==> src/hw/rtl/u2rs_pkg.sv <==
// Shared types and constants for the unsigned-to-radix-string converter.
// No dependencies; imported by every module of the block.
`default_nettype none

package u2rs_pkg;

  localparam int DATA_W         = 64;
  localparam int CHAR_W         = 8;
  localparam int BASE_W         = 6;
  localparam int ALPHA_REGS     = 7;
  localparam int ALPHA_CHARS    = 56;
  localparam int CHAR_SLOTS     = 64;
  localparam int MAX_RADIX      = 56;
  localparam int MAX_DIGITS_DEF = 64;
  localparam int CFG_IDX_W      = 3;

  localparam logic [CFG_IDX_W-1:0] REG_BASE_LENGTH = 3'd0;
  localparam logic [CFG_IDX_W-1:0] REG_ALPHA_FIRST = 3'd1;

  localparam logic [CHAR_W-1:0] SIGN_PLUS  = 8'h2B;
  localparam logic [CHAR_W-1:0] SIGN_MINUS = 8'h2D;

  typedef enum logic [2:0] {
    S_IDLE,
    S_CHECK,
    S_ERR,
    S_DIV,
    S_FETCH,
    S_LOAD
  } state_t;

  typedef struct packed {
    logic done;
    logic ok;
  } chk_stat_t;

endpackage

`default_nettype wire

==> src/hw/rtl/u2rs_alpha.sv <==
// Configuration registers, alphabet validity checker and digit-to-char lookup.
// Depends on u2rs_pkg.
`default_nettype none

module u2rs_alpha (
  input  wire logic                             clk,
  input  wire logic                             rst,
  input  wire logic                             cfg_we,
  input  wire logic [u2rs_pkg::CFG_IDX_W-1:0]   cfg_index,
  input  wire logic [u2rs_pkg::DATA_W-1:0]      cfg_data,
  input  wire logic                             chk_req,
  output u2rs_pkg::chk_stat_t                   chk,
  output logic      [u2rs_pkg::BASE_W-1:0]      base,
  input  wire logic [u2rs_pkg::BASE_W-1:0]      digit,
  output logic      [u2rs_pkg::CHAR_W-1:0]      digit_char
);
  import u2rs_pkg::*;

  logic [DATA_W-1:0] alpha_regs [ALPHA_REGS];
  logic [CHAR_W-1:0] chars [CHAR_SLOTS];
  logic [CHAR_SLOTS-1:0] match;
  logic [BASE_W-1:0] idx;
  logic [CHAR_W-1:0] cur_char;
  logic              cur_bad;
  logic              busy;
  logic              chk_done;
  logic              chk_ok;
  logic              base_bad;

  always_ff @(posedge clk) begin
    if (rst) begin
      base <= '0;
      for (int r = 0; r < ALPHA_REGS; r++) begin
        alpha_regs[r] <= '0;
      end
    end else if (cfg_we) begin
      if (cfg_index == REG_BASE_LENGTH) begin
        base <= cfg_data[BASE_W-1:0];
      end else begin
        alpha_regs[cfg_index - REG_ALPHA_FIRST] <= cfg_data;
      end
    end
  end

  // slots past the seven registers read as zero
  for (genvar g = 0; g < CHAR_SLOTS; g++) begin : g_chars
    if (g < ALPHA_CHARS) begin : g_used
      assign chars[g] = alpha_regs[g / 8][(g % 8) * 8 +: 8];
    end else begin : g_zero
      assign chars[g] = '0;
    end
  end

  assign digit_char = chars[digit];

  // one alphabet position per cycle, compared against all lower positions
  assign cur_char = chars[idx];
  always_comb begin
    for (int j = 0; j < CHAR_SLOTS; j++) begin
      match[j] = (chars[j] == cur_char) && (BASE_W'(j) < idx);
    end
  end
  assign cur_bad  = (cur_char == SIGN_PLUS) || (cur_char == SIGN_MINUS) || (|match);
  assign base_bad = (base < BASE_W'(2)) || ({1'b0, base} > (BASE_W + 1)'(MAX_RADIX));

  // result is cached until the next register write
  always_ff @(posedge clk) begin
    if (rst || cfg_we) begin
      busy     <= 1'b0;
      chk_done <= 1'b0;
      chk_ok   <= 1'b0;
    end else if (busy) begin
      if (cur_bad) begin
        busy     <= 1'b0;
        chk_done <= 1'b1;
        chk_ok   <= 1'b0;
      end else if (idx == base - BASE_W'(1)) begin
        busy     <= 1'b0;
        chk_done <= 1'b1;
        chk_ok   <= 1'b1;
      end else begin
        idx <= idx + BASE_W'(1);
      end
    end else if (chk_req && !chk_done) begin
      if (base_bad) begin
        chk_done <= 1'b1;
        chk_ok   <= 1'b0;
      end else begin
        busy <= 1'b1;
        idx  <= '0;
      end
    end
  end

  assign chk.done = chk_done;
  assign chk.ok   = chk_ok;

endmodule

`default_nettype wire

==> src/hw/rtl/u2rs_divider.sv <==
// Shared divide unit: eight restoring long-division steps of one dividend
// byte by the radix per cycle. Depends on u2rs_pkg.
`default_nettype none

module u2rs_divider (
  input  wire logic [u2rs_pkg::BASE_W-1:0] base,
  input  wire logic [u2rs_pkg::BASE_W-1:0] rem_in,
  input  wire logic [u2rs_pkg::CHAR_W-1:0] byte_in,
  output logic      [u2rs_pkg::BASE_W-1:0] rem_out,
  output logic      [u2rs_pkg::CHAR_W-1:0] q_byte
);
  import u2rs_pkg::*;

  logic [BASE_W-1:0] r;
  logic [BASE_W:0]   t;

  always_comb begin
    r      = rem_in;
    q_byte = '0;
    t      = '0;
    for (int b = CHAR_W - 1; b >= 0; b--) begin
      t = {r, byte_in[b]};
      if (t >= {1'b0, base}) begin
        q_byte[b] = 1'b1;
        t         = t - {1'b0, base};
      end
      r = t[BASE_W-1:0];
    end
    rem_out = r;
  end

endmodule

`default_nettype wire

==> src/hw/rtl/unsigned_to_radix_string.sv <==
// Top level: sequencer, digit memory and output register of the converter.
// Depends on u2rs_pkg, u2rs_alpha, u2rs_divider.
//
//  channel  | direction | word
//  s_axis   | in        | tdata[63:0] number_value
//  m_axis   | out       | tdata[7:0] out_char, tlast last_char, tuser bad_base
//  cfg      | in        | cfg_index selects register, cfg_data is the value
//
// Alphabet check: run on the first word after a register write and cached
// after that. Each digit is one pass of the shared divide unit over the
// significant bytes of the running quotient, one byte per cycle. Each
// character is a digit memory read (S_FETCH), then an output load (S_LOAD).
// Reset clears control state and registers; s_axis_tready is high only
// between conversions, and m_axis stalls hold the sequencer in its output
// load and error states.
`default_nettype none

module unsigned_to_radix_string #(
  parameter int MAX_DIGITS = u2rs_pkg::MAX_DIGITS_DEF
) (
  input  wire logic                           clk,
  input  wire logic                           rst,
  input  wire logic                           s_axis_tvalid,
  output logic                                s_axis_tready,
  input  wire logic [u2rs_pkg::DATA_W-1:0]    s_axis_tdata,   // [63:0] number_value
  output logic                                m_axis_tvalid,
  input  wire logic                           m_axis_tready,
  output logic      [u2rs_pkg::CHAR_W-1:0]    m_axis_tdata,   // [7:0] out_char
  output logic                                m_axis_tlast,   // last_char
  output logic                                m_axis_tuser,   // [0] bad_base
  input  wire logic                           cfg_we,
  input  wire logic [u2rs_pkg::CFG_IDX_W-1:0] cfg_index,
  input  wire logic [u2rs_pkg::DATA_W-1:0]    cfg_data
);
  import u2rs_pkg::*;

  localparam int AW = (MAX_DIGITS > 1) ? $clog2(MAX_DIGITS) : 1;
  localparam int CW = $clog2(MAX_DIGITS + 1);
  localparam logic [CW:0] MAXD = (CW + 1)'(MAX_DIGITS);

  state_t state, state_next;

  logic [DATA_W-1:0] wq;
  logic [DATA_W-1:0] quot_next;
  logic [BASE_W-1:0] rem;
  logic [2:0]        bp;
  logic [CW-1:0]     cnt;
  logic [AW-1:0]     pos;
  logic [BASE_W-1:0] mem [MAX_DIGITS];
  logic [BASE_W-1:0] rd_digit;

  logic              out_valid;
  logic [CHAR_W-1:0] out_char;
  logic              out_last;
  logic              out_bad;

  chk_stat_t         chk;
  logic [BASE_W-1:0] base;
  logic [CHAR_W-1:0] digit_char;
  logic [BASE_W-1:0] rem_out;
  logic [CHAR_W-1:0] q_byte;
  logic [CHAR_W-1:0] byte_in;

  logic accept;
  logic out_free;
  logic chk_req;
  logic load_err;
  logic load_chr;
  logic div_last;
  logic more_digits;

  function automatic logic [2:0] top_byte(input logic [DATA_W-1:0] v);
    logic [2:0] t;
    t = '0;
    for (int b = 0; b < DATA_W / 8; b++) begin
      if (|v[b * 8 +: 8]) begin
        t = 3'(b);
      end
    end
    return t;
  endfunction

  u2rs_alpha u_alpha (
    .clk        (clk),
    .rst        (rst),
    .cfg_we     (cfg_we),
    .cfg_index  (cfg_index),
    .cfg_data   (cfg_data),
    .chk_req    (chk_req),
    .chk        (chk),
    .base       (base),
    .digit      (rd_digit),
    .digit_char (digit_char)
  );

  assign byte_in = wq[{bp, 3'b000} +: 8];

  u2rs_divider u_div (
    .base    (base),
    .rem_in  (rem),
    .byte_in (byte_in),
    .rem_out (rem_out),
    .q_byte  (q_byte)
  );

  always_comb begin
    quot_next                   = wq;
    quot_next[{bp, 3'b000} +: 8] = q_byte;
  end

  assign more_digits = (quot_next != '0) && (({1'b0, cnt} + (CW + 1)'(1)) < MAXD);
  assign accept      = s_axis_tvalid && s_axis_tready;
  assign out_free    = !out_valid || m_axis_tready;

  always_comb begin
    state_next = state;
    case (state)
      S_IDLE:  if (s_axis_tvalid) state_next = S_CHECK;
      S_CHECK: if (chk.done) state_next = chk.ok ? S_DIV : S_ERR;
      S_ERR:   if (out_free) state_next = S_IDLE;
      S_DIV:   if (bp == 3'd0 && !more_digits) state_next = S_FETCH;
      S_FETCH: state_next = S_LOAD;
      S_LOAD:  if (out_free) state_next = (pos == '0) ? S_IDLE : S_FETCH;
      default: state_next = S_IDLE;
    endcase
  end

  always_comb begin
    s_axis_tready = (state == S_IDLE);
    chk_req       = (state == S_CHECK);
    load_err      = (state == S_ERR) && out_free;
    load_chr      = (state == S_LOAD) && out_free;
    div_last      = (state == S_DIV) && (bp == 3'd0);
  end

  always_ff @(posedge clk) begin
    if (rst) begin
      state     <= S_IDLE;
      out_valid <= 1'b0;
    end else begin
      state <= state_next;
      if (load_err || load_chr) begin
        out_valid <= 1'b1;
      end else if (m_axis_tready) begin
        out_valid <= 1'b0;
      end
    end
  end

  always_ff @(posedge clk) begin
    if (rst) begin
      wq  <= '0;
      cnt <= '0;
      bp  <= '0;
      rem <= '0;
      pos <= '0;
    end else begin
      if (accept) begin
        wq  <= s_axis_tdata;
        cnt <= '0;
      end
      if (state == S_CHECK) begin
        bp  <= top_byte(wq);
        rem <= '0;
      end
      if (state == S_DIV) begin
        wq <= quot_next;
        if (bp != 3'd0) begin
          rem <= rem_out;
          bp  <= bp - 3'd1;
        end else begin
          // digit done: next pass starts at the quotient's top byte
          cnt <= cnt + CW'(1);
          pos <= cnt[AW-1:0];
          rem <= '0;
          bp  <= top_byte(quot_next);
        end
      end
      if (load_chr && pos != '0) begin
        pos <= pos - AW'(1);
      end
    end
  end

  // digit memory, least significant digit at address 0
  always_ff @(posedge clk) begin
    if (div_last) begin
      mem[cnt[AW-1:0]] <= rem_out;
    end
    rd_digit <= mem[pos];
  end

  always_ff @(posedge clk) begin
    if (load_err) begin
      out_char <= '0;
      out_last <= 1'b1;
      out_bad  <= 1'b1;
    end else if (load_chr) begin
      out_char <= digit_char;
      out_last <= (pos == '0);
      out_bad  <= 1'b0;
    end
  end

  assign m_axis_tvalid = out_valid;
  assign m_axis_tdata  = out_char;
  assign m_axis_tlast  = out_last;
  assign m_axis_tuser  = out_bad;

  a_accept_to_check: assert property (@(posedge clk) disable iff (rst)
    accept |=> state == S_CHECK)
    else $error("accepted word did not start a check");

  a_rem_below_base: assert property (@(posedge clk) disable iff (rst)
    state == S_DIV |-> rem < base)
    else $error("partial remainder not below radix");

  a_err_word: assert property (@(posedge clk) disable iff (rst)
    out_valid && out_bad |-> out_last && out_char == '0)
    else $error("error word malformed");

  a_stall_hold: assert property (@(posedge clk) disable iff (rst)
    state == S_LOAD && !out_free |=> state == S_LOAD && $stable(pos))
    else $error("character sequencer moved while output stalled");

  a_pos_in_range: assert property (@(posedge clk) disable iff (rst)
    (state == S_FETCH || state == S_LOAD) |-> {1'b0, pos} < (AW + 1)'(cnt))
    else $error("read pointer beyond digit count");

endmodule

`default_nettype wire

==> config.mk <==
export PLATFORM = sky130hd
export DESIGN_NAME = unsigned_to_radix_string
export DESIGN_NICKNAME = d
export VERILOG_FILES = /design/src/hw/rtl/u2rs_pkg.sv /design/src/hw/rtl/u2rs_alpha.sv /design/src/hw/rtl/u2rs_divider.sv /design/src/hw/rtl/unsigned_to_radix_string.sv
export SDC_FILE = /design/constraint.sdc
export NUM_CORES = 2
export LEC_CHECK = 0
export ABC_AREA = 1
export ABC_CLOCK_PERIOD_IN_PS = 31600
export BUFFER_PORTS_ARGS = -buffer_cell sky130_fd_sc_hd__buf_2
export CAP_MARGIN = 20
export CELL_PAD_IN_SITES_DETAIL_PLACEMENT = 1
export CELL_PAD_IN_SITES_GLOBAL_PLACEMENT = 1
export CORE_MARGIN = 2
export CORE_UTILIZATION = 50
export DETAILED_ROUTE_END_ITERATION = 8
export PLACE_DENSITY_LB_ADDON = 0.1
export SLEW_MARGIN = 20
export SYNTH_ARGS = -nofsm -noshare
export SYNTH_HDL_FRONTEND = slang
export SYNTH_SLANG_ARGS = --single-unit
export TNS_END_PERCENT = 10
==> constraint.sdc <==
create_clock -name clk -period 31.6 [get_ports clk]
set_clock_uncertainty 0.15 [all_clocks]
set_input_delay 1.58 -clock clk [delete_from_list [all_inputs] [get_ports clk]]
set_output_delay 1.58 -clock clk [all_outputs]
set_load 0.02 [all_outputs]
## Word level (Yosys, flattened, before mapping)

Memories as Yosys holds them, arrays and structs flattened. A register that Yosys moved wholly into a read port is not among the register bits.
Cells that the tools add are included.

- Register bits: 115
- Memory bits (writable): 832
- Input bits: 136
- Word-level logic and storage cells: 397
- Memories kept: 2

Memories:

| name | depth | width | rd ports | clocked after Yosys merged registers in | wr ports | RTL line | source |
|---|---|---|---|---|---|---|---|
| u_alpha.alpha_regs | 7 | 64 | 7 | 0 | 7 | u2rs_alpha.sv:19 | `logic [DATA_W-1:0] alpha_regs [ALPHA_REGS];` |
| mem | 64 | 6 | 1 | 1 | 1 | unsigned_to_radix_string.sv:49 | `logic [BASE_W-1:0] mem [MAX_DIGITS];` |

- Add/sub/neg operators: 16
- $lt $le $gt $ge: 77
- Equality and inequality tests: 74
- Shifts and indexed selects: 3
- Multiplexer cells: 91
- Bitwise logic cells: 3
- Reductions and logical operators: 116

Operator list:

| kind | number |
|---|---|
| == test 8 bit | 56 |
| less-than comparator 6 bit (first input constant) | 32 |
| two-way mux 64 bit | 3 |
| OR reduction 64 bit | 2 |
| two-way mux 6 bit | 19 |
| OR reduction 8 bit | 14 |
| binary-select mux 8 bit (select 6 bit) | 2 |
| less-than comparator 5 x 6 -> 1 bit (first input constant) | 16 |
| logical AND 1 bit | 72 |
| two-way mux 3 bit | 22 |
| bitwise mux 64 bit | 1 |
| nonzero test 64 bit | 1 |
| variable shift 8 x 8 -> 64 bit (first input constant) | 1 |
| indexed part select 64 x 7 -> 8 bit | 1 |
| indexed part select 8 x 8 -> 64 bit | 1 |
| greater-or-equal comparator 7 x 6 -> 1 bit | 8 |
| less-than comparator 4 x 6 -> 1 bit (first input constant) | 8 |
| subtractor 6 bit | 8 |
| two-way mux 1 bit | 36 |
| two-way mux 8 bit | 4 |
| less-than comparator 3 x 6 -> 1 bit (first input constant) | 4 |
| two-way mux 7 bit | 3 |
| one-hot mux 3 bit (6 select lines) | 1 |
| == test 8 x 6 -> 1 bit (second input constant) | 2 |
| 32 further kinds | 63 |

## Longest topological paths before layout

- Word-level depth: 29
- Mapped depth: 107
- Mapped depth without buffers: 100

## Cells and area by module

Synthesis repeated with hierarchy kept, for this count alone.

- Cell total of the unflattened synthesis: 7793
- Area total of the unflattened synthesis: 58323.4 µm²

Modules (own cells, without submodules):

| module | times used | cells an instance | area each (µm²) |
|---|---|---|---|
| u2rs_alpha | 1 | 5151 | 33816.2 |
| unsigned_to_radix_string | 1 | 2187 | 21672.0 |
| u2rs_divider | 1 | 455 | 2835.2 |

## Worst setup path after synthesis

Ideal clock, no wire load.

- Kind: flip-flop to flip-flop
- Start: register u_alpha.base[1] (netlist bit)
- End: memory mem[0][2], data pin
- Data arrival time: 15232 ps
- Data required time: 30739 ps
- Slack: 15507 ps
- Cell stages (with the launch flop): 92
- Path buffers: 7
- Cells stage by stage: dfxtp_1 -> inv_1 -> ha_1 -> nand2_1 -> nor2_1 -> nand2_1 -> nand3_4 -> buf_4 -> inv_2 -> nand2_1 -> nand2_1 -> inv_1 -> ha_1 -> nand2_1 -> nor2_1 -> a21oi_1 -> inv_1 -> a21oi_1 -> [56 not listed] -> a211oi_1 -> o21ai_0 -> o21ai_0 -> nand2_1 -> nor2_2 -> buf_4 -> or2_0 -> o21ai_0 -> ha_1 -> nand2_1 -> o21ai_0 -> a21oi_1 -> o21bai_1 -> a211oi_1 -> and2_4 -> nand2_1 -> inv_2 -> o21ai_0

- Cells in the longest elaborated chain, start to end: 16
- Elaborated cells on any way between the ends: 24
- Those cells by class: add/sub: 8; order compare: 8; mux: 8

Ends and longest elaborated chain:

| what | RTL line | source |
|---|---|---|
| from (decl) | u2rs_alpha.sv:13 | `output logic [u2rs_pkg::BASE_W-1:0] base,` |
| from (signal assigned) | u2rs_alpha.sv:38 | `base <= cfg_data[BASE_W-1:0];` |
| subtractor 6 bit or greater-or-equal comparator 7 x 6 -> 1 bit (tied branches) | u2rs_divider.sv:25, u2rs_divider.sv:23 |  |
| two-way mux 6 bit | u2rs_divider.sv:23 | `if (t >= {1'b0, base}) begin` |
| subtractor 6 bit or greater-or-equal comparator 7 x 6 -> 1 bit (tied branches) | u2rs_divider.sv:25, u2rs_divider.sv:23 |  |
| two-way mux 6 bit | u2rs_divider.sv:23 |  |
| subtractor 6 bit or greater-or-equal comparator 7 x 6 -> 1 bit (tied branches) | u2rs_divider.sv:25, u2rs_divider.sv:23 |  |
| two-way mux 6 bit | u2rs_divider.sv:23 |  |
| subtractor 6 bit or greater-or-equal comparator 7 x 6 -> 1 bit (tied branches) | u2rs_divider.sv:25, u2rs_divider.sv:23 |  |
| two-way mux 6 bit | u2rs_divider.sv:23 |  |
| subtractor 6 bit or greater-or-equal comparator 7 x 6 -> 1 bit (tied branches) | u2rs_divider.sv:25, u2rs_divider.sv:23 |  |
| two-way mux 6 bit | u2rs_divider.sv:23 |  |
| greater-or-equal comparator 7 x 6 -> 1 bit or subtractor 6 bit (tied branches) | u2rs_divider.sv:23, u2rs_divider.sv:25 |  |
| two-way mux 6 bit | u2rs_divider.sv:23 |  |
| subtractor 6 bit or greater-or-equal comparator 7 x 6 -> 1 bit (tied branches) | u2rs_divider.sv:25, u2rs_divider.sv:23 |  |
| two-way mux 6 bit | u2rs_divider.sv:23 |  |
| subtractor 6 bit or greater-or-equal comparator 7 x 6 -> 1 bit (tied branches) | u2rs_divider.sv:25, u2rs_divider.sv:23 |  |
| two-way mux 6 bit (*) | u2rs_divider.sv:23 |  |
| named net rem_out[2] | unsigned_to_radix_string.sv:60 | `logic [BASE_W-1:0] rem_out;` |
| to (decl) | unsigned_to_radix_string.sv:49 |  |

The timed path passes the listed nets; every way through them passes the cells marked *.

## Worst setup path in the final report

- Start: register bp[1]
- End: register rem[1]

- Cells in the longest elaborated chain, start to end: 19
- Elaborated cells on any way between the ends: 28
- Those cells by class: add/sub: 8; order compare: 8; shift: 1; mux: 10; reduce/logical: 1

Ends and longest elaborated chain:

| what | RTL line | source |
|---|---|---|
| from (decl) | unsigned_to_radix_string.sv:46 | `logic [2:0] bp;` |
| from (signal assigned) | unsigned_to_radix_string.sv:163 | `bp <= top_byte(wq);` |
| from (signal assigned) | unsigned_to_radix_string.sv:170 | `bp <= bp - 3'd1;` |
| from (signal assigned) | unsigned_to_radix_string.sv:176 | `bp <= top_byte(quot_next);` |
| indexed part select 64 x 7 -> 8 bit (*) | unsigned_to_radix_string.sv:96 | `assign byte_in = wq[{bp, 3'b000} +: 8];` |
| subtractor 6 bit or greater-or-equal comparator 7 x 6 -> 1 bit (tied branches) | u2rs_divider.sv:25, u2rs_divider.sv:23 |  |
| two-way mux 6 bit | u2rs_divider.sv:23 |  |
| subtractor 6 bit or greater-or-equal comparator 7 x 6 -> 1 bit (tied branches) | u2rs_divider.sv:25, u2rs_divider.sv:23 |  |
| two-way mux 6 bit | u2rs_divider.sv:23 |  |
| subtractor 6 bit or greater-or-equal comparator 7 x 6 -> 1 bit (tied branches) | u2rs_divider.sv:25, u2rs_divider.sv:23 |  |
| two-way mux 6 bit | u2rs_divider.sv:23 |  |
| subtractor 6 bit or greater-or-equal comparator 7 x 6 -> 1 bit (tied branches) | u2rs_divider.sv:25, u2rs_divider.sv:23 |  |
| [4 not listed] | -- |  |
| two-way mux 6 bit | u2rs_divider.sv:23 |  |
| greater-or-equal comparator 7 x 6 -> 1 bit or subtractor 6 bit (tied branches) | u2rs_divider.sv:23, u2rs_divider.sv:25 |  |
| two-way mux 6 bit | u2rs_divider.sv:23 |  |
| subtractor 6 bit or greater-or-equal comparator 7 x 6 -> 1 bit (tied branches) | u2rs_divider.sv:25, u2rs_divider.sv:23 |  |
| two-way mux 6 bit (*) | u2rs_divider.sv:23 |  |
| named net rem_out[1] | unsigned_to_radix_string.sv:60 |  |
| two-way mux 6 bit (*) | unsigned_to_radix_string.sv:168 | `if (bp != 3'd0) begin` |
| two-way mux 6 bit (*) | unsigned_to_radix_string.sv:166 | `if (state == S_DIV) begin` |
| to (signal assigned) | unsigned_to_radix_string.sv:169 | `rem <= rem_out;` |
| to (decl) | unsigned_to_radix_string.sv:45 | `logic [BASE_W-1:0] rem;` |

Marked as above.
A chain may end at the register's enable or synchronous reset.

==> results.py <==
metrics = {
    "status": {
        "status": "completed",
    },
    "sta": {
        "setup_viol": 0,
        "hold_viol_final": 0,
        "rsz0062_at_grt": "false",
        "slew_violations": 0,
        "tns_ps": 0,
        "finalCriticalPeriod_ps": 18830,
        "worst-slew-pin-transition_ps": 1070,
        "max-slew-margin-rel_pct": 28.3,
        "period_share_pct": 59.6,
        "fmax_ghz": 0.0531,
    },
    "route": {
        "wire_per_inst_um": 31.5,
        "first_pass_iters": 7,
        "num_vias": 53600,
        "routed_via_density": 6.71,
        "post-route-drc-count": 0,
        "drt_iter0_markers": 6646,
        "ant_nets": 0,
        "wl_mm": 251,
    },
    "setup_path": {
        "worstPathRequired_ps": 32070,
        "critical_path_arrival_ps": 19310,
        "start_kind": "register",
        "slowest_stage": "a211oi_1",
        "cp_common_cell": "nand2_1",
        "reg2reg_from": "bp[1]",
        "reg2reg_slack_ps": 12770,
        "path_class": "reg -> reg",
        "reg2reg_depth": 91,
        "critPathCaptureType": "register",
        "crit_buf_inv": 13,
        "slowest_delay_ps": 800,
        "critical_path.reg2reg.endpoint": "rem[1]",
        "path_delay_family": "compound AO/OA/AOI/OAI gates",
        "critPathMaxFanout": 41,
    },
    "clocking": {
        "cts_tree": "yes",
        "root_buffer": "clkbuf_16",
        "clock_latency_ps": 740,
        "clockBufferDepth": 3,
        "cts_made_buffers": 103,
        "cts_sinks": 953,
        "htreeDepth": 3,
        "cts_resized": 0,
        "hold_buffers": 0,
        "postCtsSetupBuffers": 0,
        "clk_pin_slew_worst_paths_ps": 60,
    },
    "grt": {
        "met2_usage_pct": 70.2,
        "grt_remaining_overflow": 0,
        "grt_use_met3_pct": 9.89,
        "gr-usage-all-layers_pct": 44.0,
        "antenna_found_initial": 11,
        "grt_max_degree": 153,
        "grt.busiest_layer": "met2",
        "grt_pass1_wl_mm": 362,
        "grt_pass1_vias": 52900,
        "grtUsageMet1_pct": 51.8,
    },
    "logic_synthesis": {
        "async_reset_ff_share_pct": 0,
        "ys_seq_area_share_pct": 49.0,
        "yosysMostFrequentCell": "nor2_1",
        "yosysWarnings": 0,
        "synth_cell_types": 66,
        "ys.flop_type": "edfxtp_1",
        "syn_area_um2": 54700,
        "ys_top_cells_by_count": "nor2_1 (970), o21ai_0 (953), edfxtp_1 (774)",
        "ys_top_cells_by_area": "edfxtp_1 (42%), o21ai_0 (8.7%), nor2_1 (6.7%), dfxtp_1 (6.5%), a21oi_1 (5.9%)",
        "synth_top_area_share_pct": 42.5,
        "ys_seq_elements": 953,
        "syn_inst": 6582,
        "synth_edf_count": 774,
        "netlist.top_cell.by_area": "edfxtp_1",
        "avgSynthCellArea_um2": 8.32,
        "syn-num-nets": 6785,
    },
    "job": {
        "drv_cap": 0,
    },
    "cells_and_area": {
        "nets": 6680,
        "fin_cells": 7981,
        "synthToLayoutAreaGrowth_pct": 9.12,
        "postLayoutCellArea_um2": 59700,
        "drive_above_1_share_pct": 7.82,
        "multiInputGateArea_um2": 24000,
        "seqCellArea_um2": 26800,
        "fillCellCount": 12900,
        "utilization_pct": 55.0,
    },
    "floorplanning": {
        "core.rowCount": 121,
        "start_util_pct": 50.4,
        "coreArea_um2": 109000,
        "num_io_pins": 148,
        "die_w_um": 335,
        "dieArea_um2": 112000,
        "die_h_um": 335,
    },
    "placement": {
        "portBuffers": 147,
        "dpl.cell_count": 7785,
        "place_area_um2": 56400,
        "routabilityCongestion": 1.04,
        "dp_hpwl_mm": 172,
    },
    "worst_hold_path": {
        "min-delay-start": "m_axis_tdata[0]",
        "min_path_type": "reg -> reg",
        "min_to": "m_axis_tdata[0]",
        "holdPathStages": 2,
    },
}
worst max-delay path by stage:
stage	end	start	depth (start not counted)	slack, ps
floorplan	mem[0][2]	u_alpha.base[1]	91	15510
global route	rem[1]	bp[1]	92	11070
finish	rem[1]	bp[1]	91	12770
global placement	rem[1]	bp[1]	91	13380
detailed placement	rem[1]	bp[1]	90	12990
CTS	rem[1]	bp[1]	90	12910
sequential cells by signal, summed over array words and instances, names as in the netlist, 7 cells and up:
signal	count
cnt	7
wq	64
mem	384
m_axis_tdata	8
u_alpha.alpha_regs	448
logic make-up after synthesis:
group	Yosys count	share of synthesized area, %
AOI/OAI and AO/OA	2134	21.7
DFF	953	49.0
adders and majority gates	67	1.64
xor gates and xnor gates	233	3.73
buffers and inverters	1057	7.49
and+or+nand+nor	2138	16.4
through the flow:
| step | worst slack [ps] | hold slack [ps] |
|---|---|---|
| after floorplan | 15510 | 286 |
| after CTS | 12910 | 325 |
| after detailed placement | 12990 | 316 |
| after global placement | 13380 | 290 |
| final | 12770 | 327 |
| after global routing | 11070 | 363 |
layout make-up:
cell class | count | area share, %
flip-flops and latches | 953 | 44.9
well taps | 1414 | 2.96
clock buffers | 134 | 4.58
repair buffers | 246 | 2.57
inverters | 601 | 3.81
clock inverters | 55 | 0.951
multi-input cells | 4572 | 40.2
diodes | 6 | 0.0251
per-layer routing:
layer  part of all wire, %  vias up
met5                 0.094        -
li1                      -    22800
met2                    45     3389
met1                    36    26400
met4                   9.0       14
met3                   9.7      999
worst reg2reg max path, delay by kind of cell (launching register included):
kind | cells | cell delay (ps)
AOI/OAI and AO/OA | 33 | 6880
adders and majority gates | 8 | 2720
buffers and inverters | 13 | 2980
DFF | 1 | 790
and+or+nand+nor | 37 | 5270
cells in the final DEF, fill, tap and decap left out, drive strengths merged, types with 78 or more instances in the layout:
master	n
clkbuf	134
o22ai	181
dfxtp	179
nand2	684
inv	591
a21oi	647
buf	246
nor2	980
o211ai	78
xor2	165
nand3	313
edfxtp	774
o21ai	976
Power is left out: the tool's default activity adds up to more than one toggle a clock period on the data nets, which glitch-free logic cannot reach.
